===== config.mk =====
export PLATFORM = sky130hd
export DESIGN_NAME = imu_frame_decoder
export DESIGN_NICKNAME = d
export VERILOG_FILES = /design/src/design/imu_fd_pkg.sv /design/src/design/imu_fd_conv.sv /design/src/design/imu_frame_decoder.sv
export SDC_FILE = /design/constraint.sdc
export NUM_CORES = 1
export LEC_CHECK = 0
export BUFFER_PORTS_ARGS = -buffer_cell sky130_fd_sc_hd__buf_4
export CAP_MARGIN = 20
export CORE_AREA = 2 2 165 151
export DETAILED_ROUTE_END_ITERATION = 6
export DIE_AREA = 0 0 167 153
export PLACE_DENSITY = 0.76
export SYNTH_ARGS = -nofsm -noshare
export SYNTH_HDL_FRONTEND = slang
export SYNTH_SLANG_ARGS = --single-unit

===== constraint.sdc =====
create_clock -name clk -period 10.39 [get_ports clk]
set_input_delay 2.5975 -clock clk [delete_from_list [all_inputs] [get_ports clk]]
set_output_delay 2.5975 -clock clk [all_outputs]
set_load 0.1 [all_outputs]

===== src/design/imu_fd_pkg.sv =====
package imu_fd_pkg;

  // Frame layout: two header bytes, sixteen body bytes, one checksum byte
  localparam int unsigned FRAME_BYTES = 19;
  localparam logic [7:0] HDR_BYTE = 8'hAA;

  // Phase codes of the frame tracker
  localparam logic [4:0] PH_HUNT      = 5'd0;
  localparam logic [4:0] PH_HDR2      = 5'd1;
  localparam logic [4:0] PH_BODY0     = 5'd2;
  localparam logic [4:0] PH_LO_FIRST  = 5'd3;
  localparam logic [4:0] PH_LO_LAST   = 5'd13;
  localparam logic [4:0] PH_HI_FIRST  = 5'd4;
  localparam logic [4:0] PH_HI_LAST   = 5'd14;
  localparam logic [4:0] PH_CSUM      = 5'(FRAME_BYTES - 1);

  // Number of converted words and the first acceleration word
  localparam int unsigned NUM_WORDS   = 6;
  localparam logic [2:0]  WORD_ACCEL0 = 3'd3;

  // Reciprocals for exact truncating division of the magnitude of a 16-bit signed value:
  // floor(x / 100) = (x * 5243) >> 19, floor(x / 1000) = (x * 33555) >> 25
  localparam logic [15:0] ANGLE_RECIP = 16'd5243;
  localparam logic [15:0] ACCEL_RECIP = 16'd33555;
  localparam int unsigned ANGLE_SHIFT = 19;
  localparam int unsigned ACCEL_SHIFT = 25;

  // floor(q * 9.80665) for q in 0..32
  function automatic logic [8:0] accel_scale(input logic [5:0] q);
    logic [8:0] r;
    unique case (q)
      6'd0:  r = 9'd0;
      6'd1:  r = 9'd9;
      6'd2:  r = 9'd19;
      6'd3:  r = 9'd29;
      6'd4:  r = 9'd39;
      6'd5:  r = 9'd49;
      6'd6:  r = 9'd58;
      6'd7:  r = 9'd68;
      6'd8:  r = 9'd78;
      6'd9:  r = 9'd88;
      6'd10: r = 9'd98;
      6'd11: r = 9'd107;
      6'd12: r = 9'd117;
      6'd13: r = 9'd127;
      6'd14: r = 9'd137;
      6'd15: r = 9'd147;
      6'd16: r = 9'd156;
      6'd17: r = 9'd166;
      6'd18: r = 9'd176;
      6'd19: r = 9'd186;
      6'd20: r = 9'd196;
      6'd21: r = 9'd205;
      6'd22: r = 9'd215;
      6'd23: r = 9'd225;
      6'd24: r = 9'd235;
      6'd25: r = 9'd245;
      6'd26: r = 9'd254;
      6'd27: r = 9'd264;
      6'd28: r = 9'd274;
      6'd29: r = 9'd284;
      6'd30: r = 9'd294;
      6'd31: r = 9'd304;
      6'd32: r = 9'd313;
      default: r = 9'd0;
    endcase
    return r;
  endfunction

endpackage


===== src/design/imu_fd_conv.sv =====
module imu_fd_conv (
  input  logic signed [15:0] raw,
  input  logic               is_accel,
  output logic signed [9:0]  value
);
  import imu_fd_pkg::*;

  logic [16:0] mag;
  logic [15:0] recip;
  logic [30:0] prod;
  logic [8:0]  angle_mag;
  logic [8:0]  accel_mag;
  logic [8:0]  res_mag;

  // Take the magnitude; 32768 needs the 17th bit
  assign mag = raw[15] ? (17'd0 - {raw[15], raw}) : {1'b0, raw};

  // One shared multiply by the reciprocal of 100 or 1000
  assign recip = is_accel ? ACCEL_RECIP : ANGLE_RECIP;
  assign prod  = 31'(mag) * 31'(recip);

  assign angle_mag = prod[ANGLE_SHIFT +: 9];
  assign accel_mag = accel_scale(prod[ACCEL_SHIFT +: 6]);
  assign res_mag   = is_accel ? accel_mag : angle_mag;

  // Restore the sign; truncation toward zero holds on the magnitude
  assign value = raw[15] ? $signed(10'd0 - {1'b0, res_mag}) : $signed({1'b0, res_mag});

endmodule


===== src/design/imu_frame_decoder.sv =====
// When the checksum byte in the input register advances, out_valid and the result
// register load at that edge; while a held result is stalled, that byte waits there.
// One byte per cycle unless a stalled result holds the checksum byte; one multiplier
// converts each word as its high byte passes, so the checksum byte only loads results.
// Reset clears the frame phase, the running sum and both valid flags.
module imu_frame_decoder (
  input  logic              clk,
  input  logic              rst,
  input  logic              in_valid,
  output logic              in_stall,
  input  logic [7:0]        rx_byte,
  output logic              out_valid,
  input  logic              out_stall,
  output logic signed [9:0] yaw_deg,
  output logic signed [9:0] pitch_deg,
  output logic signed [9:0] roll_deg,
  output logic signed [9:0] accel_x_ms2,
  output logic signed [9:0] accel_y_ms2,
  output logic signed [9:0] accel_z_ms2,
  output logic              checksum_ok
);
  import imu_fd_pkg::*;

  logic              in_reg_valid;
  logic [7:0]        in_reg_byte;
  logic [4:0]        frame_phase;
  logic [7:0]        running_sum;
  logic [7:0]        lo_byte;
  logic signed [9:0] conv [NUM_WORDS];

  logic              emit;
  logic              advance;
  logic              lo_phase;
  logic              hi_phase;
  logic [2:0]        word_idx;
  logic signed [9:0] conv_value;

  // Decode the byte held in the input register
  assign emit     = (frame_phase == PH_CSUM);
  assign advance  = in_reg_valid && (!emit || !out_valid || !out_stall);
  assign in_stall = in_reg_valid && !advance;

  assign lo_phase = (frame_phase >= PH_LO_FIRST) && (frame_phase <= PH_LO_LAST)
                    && frame_phase[0];
  assign hi_phase = (frame_phase >= PH_HI_FIRST) && (frame_phase <= PH_HI_LAST)
                    && !frame_phase[0];
  assign word_idx = frame_phase[3:1] - 3'd2;

  imu_fd_conv u_conv (
    .raw      ($signed({in_reg_byte, lo_byte})),
    .is_accel (word_idx >= WORD_ACCEL0),
    .value    (conv_value)
  );

  // Control: input register, frame phase, checksum sum, output valid
  always_ff @(posedge clk) begin
    if (rst) begin
      in_reg_valid <= 1'b0;
      frame_phase  <= PH_HUNT;
      running_sum  <= 8'd0;
      out_valid    <= 1'b0;
    end else begin
      if (!in_stall) begin
        in_reg_valid <= in_valid;
      end
      if (advance) begin
        priority if (frame_phase == PH_HUNT) begin
          if (in_reg_byte == HDR_BYTE) begin
            frame_phase <= PH_HDR2;
          end
        end else if (frame_phase == PH_HDR2) begin
          if (in_reg_byte == HDR_BYTE) begin
            frame_phase <= PH_BODY0;
            running_sum <= 8'd0;
          end else begin
            frame_phase <= PH_HUNT;
          end
        end else if (frame_phase < PH_CSUM) begin
          running_sum <= running_sum + in_reg_byte;
          frame_phase <= frame_phase + 5'd1;
        end else begin
          // checksum byte, or an unreachable phase: back to hunting
          frame_phase <= PH_HUNT;
          running_sum <= 8'd0;
        end
      end
      if (advance && emit) begin
        out_valid <= 1'b1;
      end else if (!out_stall) begin
        out_valid <= 1'b0;
      end
    end
  end

  // Payload: input byte, word low byte, converted words, result fields
  always_ff @(posedge clk) begin
    if (in_valid && !in_stall) begin
      in_reg_byte <= rx_byte;
    end
    if (advance && lo_phase) begin
      lo_byte <= in_reg_byte;
    end
    if (advance && hi_phase) begin
      conv[word_idx] <= conv_value;
    end
    if (advance && emit) begin
      yaw_deg     <= conv[0];
      pitch_deg   <= conv[1];
      roll_deg    <= conv[2];
      accel_x_ms2 <= conv[3];
      accel_y_ms2 <= conv[4];
      accel_z_ms2 <= conv[5];
      checksum_ok <= (running_sum == in_reg_byte);
    end
  end

endmodule

==> impl_results.md <==
- Hold Fails Final Rpt: 0
- CP Capture Type: flop
- Busiest layer in global routing: met2
- Maximum number of pins on one net before global-route repair: 63
- Crit-path slowest cell: nor4_2
- DP HPWL: 24.3 mm
- Worst Skew: 0.0138 ns
- Slew @ Worst Pin: 1.04 ns
- # port buffers: 74
- Antenna-violating nets left: 0
- Top Ports: 75
- Final worst-path cycle share: 0.952
- Synthesized instance count: 1,215
- # rows: 54
- Fin worst setup slack: 0.496 ns
- Post-synth EDFFs: 137
- M3 GR Usage: 0.0474
- Setup violators final: 0
- TritonRoute pass-1 iters: 5
- Die width: 167 um
- Synthesized area: 0.0132 mm2
- Async S/R FF share, synth: 0
- Vias in the first global route: 9,423
- Met1 Use GR: 0.332
- CP Max Fanout: 15
- Most used DFF post-synth: edfxtp_1
- Startpoint types: flop
- Final max-slew violation count: 0
- Status: complete, no violations
- GRT met2 Usage: 0.409
- Starting Density: 0.552
- Worst Hold Class: reg -> reg
- Seq/Total Area, Yosys: 0.336
- H-tree depth: 4
- First-pass GRT wire length: 49.6 mm
- Most used cell, CP: ha_1
- Arr. time, crit path: 10.04 ns
- Die Ht: 153 um
- Die ar.: 0.0256 mm2
- CP Data Required Time: 10.53 ns
- Most frequent cells in the layout: inv_1 (241), ha_1 (169), edfxtp_1 (137)
- Max stage delay on crit path: 0.75 ns
- Aggregate global-route resource usage: 0.245
- Num CTS Buffers: 17
- Fmax: 101 MHz
- CTS tree: yes
- Most common cell after layout, fill and taps aside: inv_1
- Util after Layout: 0.627
- Crit path time final: 9.89 ns
- Routed WL per cell: 18.8 um
- Worst hold stages: 0
- Setup TNS Final: 0 ns
- WL final: 30.9 mm
- Inserted Diodes: 0
- Max-Cap Viols: 0
- Nets: 1,626
- CORE AREA: 0.0239 mm2
- FF+latch count, synth: 152
- DRT iter0 DRCs: 707
- Grt total ovfl: 0
- Clk_lat worst skew: 0.43 ns
- Share of cells above drive strength 1: 0.132
- Vias per inst: 5.66
- Initial antenna violation count: 0
- Post-place setup slack: -0.0539 ns
- CTS Buffer Depth: 2
- Crit Path Class: reg -> reg
- GP Congestion: 0.954
- Synth warnings: 0
- Count of different cell masters after synthesis: 89
- Area grow syn2layout: 13.6%
- Reg2reg path depth: 29
- Clock transition at the registers of the reported paths: 0.08 ns
- Clk sinks: 152
- Root Driver: clkbuf_16
- Relative slew slack: 0.301
- Drc violations: 0
- Post-Syn Area per Cell: 10.8 um2
- Via Count: 9,304
-- state kept, by name, indices dropped and copies added (netlist names), 10 cells and up --
name         count
yaw_deg         10
pitch_deg       10
accel_y_ms2     10
accel_x_ms2     10
accel_z_ms2     10
conv            60
roll_deg        10
-- cell usage after synthesis, drive strengths merged (5+ instances only) --
master / n / area [um2]
a31oi: 5 / 52.6
xnor2: 27 / 236
buf: 11 / 67.6
dfxtp: 15 / 300
o21ai: 28 / 140
a211oi: 8 / 60.1
a21o: 8 / 60.1
fa: 121 / 2420
inv: 242 / 908
o21bai: 8 / 60.1
xor2: 21 / 184
nand2b: 9 / 56.3
nor3: 19 / 105
nor2: 80 / 308
clkbuf: 11 / 41.3
o211ai: 11 / 87.6
nand2: 69 / 259
nor4: 14 / 100
mux2i: 5 / 53.8
o31ai: 7 / 52.6
edfxtp: 137 / 4110
nand3: 26 / 130
nand4: 13 / 87.6
ha: 169 / 2110
and3: 8 / 55.1
a21oi: 54 / 270
-- worst paths after layout --
path / from / to / slack, ns
worst max-delay path: frame_phase[2] / conv[2][8] / 0.50
worst min-delay path: conv[3][5] / accel_x_ms2[5] / 0.41
worst max register to register: frame_phase[2] / conv[2][8] / 0.50
worst min register to register: conv[3][5] / accel_x_ms2[5] / 0.41
-- area by class of cell --
type                       instances  area, um2
sequential                       152       4410
inverter                         243        912
timing repair buffer             102        769
multi-input combinational        808       7860
fill                            1814       8900
tap                              308        385
clock buffer                      17        425
clock inverter                    15        184
-- cells by family (layout without fill, tap and decap cells) --
| family | Yosys count | count (layout) | share of synthesized area |
|---|---|---|---|
| DFF | 152 | 152 | 0.336 |
| muxes | 6 | 6 | 0.00495 |
| and+or+nand+nor | 267 | 267 | 0.101 |
| buffers and inverters | 265 | 377 | 0.0776 |
| xor gates and xnor gates | 48 | 48 | 0.0320 |
| AOI/OAI and AO/OA | 186 | 186 | 0.103 |
| adders and majority gates | 290 | 290 | 0.345 |
| other | 1 | 11 | 0.000285 |
-- layer usage --
layer,up-vias,part of all wire
li1,4378,-
met2,349,0.49
met5,-,0
met3,51,0.063
met4,0,0.019
met1,4526,0.43
-- metrics by stage --
step | hold WS, ns | area, um2 | cells
after floorplan | 0.400 | 13200 | 1225
after global placement | 0.400 | 14200 | 1611
after detailed placement | 0.405 | 14200 | 1611
after CTS | 0.413 | 14800 | 1643
after global routing | 0.414 | 14900 | 1645
final | 0.415 | 14900 | 1645
-- timing repair --
action / 4_1_cts / 5_1_grt
pin swaps: 0 / 1
gates resized for setup: 1 / 17
hold buffers: 0 / 0
setup endpoints to repair: 6 / 54
buffers inserted: 0 / 1
-- critical path, delay by kind of cell, from the launching register on --
family                   cells  cell delay (ns)
adder cells (fa/ha/maj)     10             3.98
AND/OR/NAND/NOR             12             3.58
buffers and inverters        4             0.79
AO/OA/AOI/OAI                2             0.55
flip-flops                   1             0.46
XOR/XNOR                     1             0.20
Power is not shown: default switching activity piles up to over one toggle a cycle in this logic, so the estimate is an artifact.
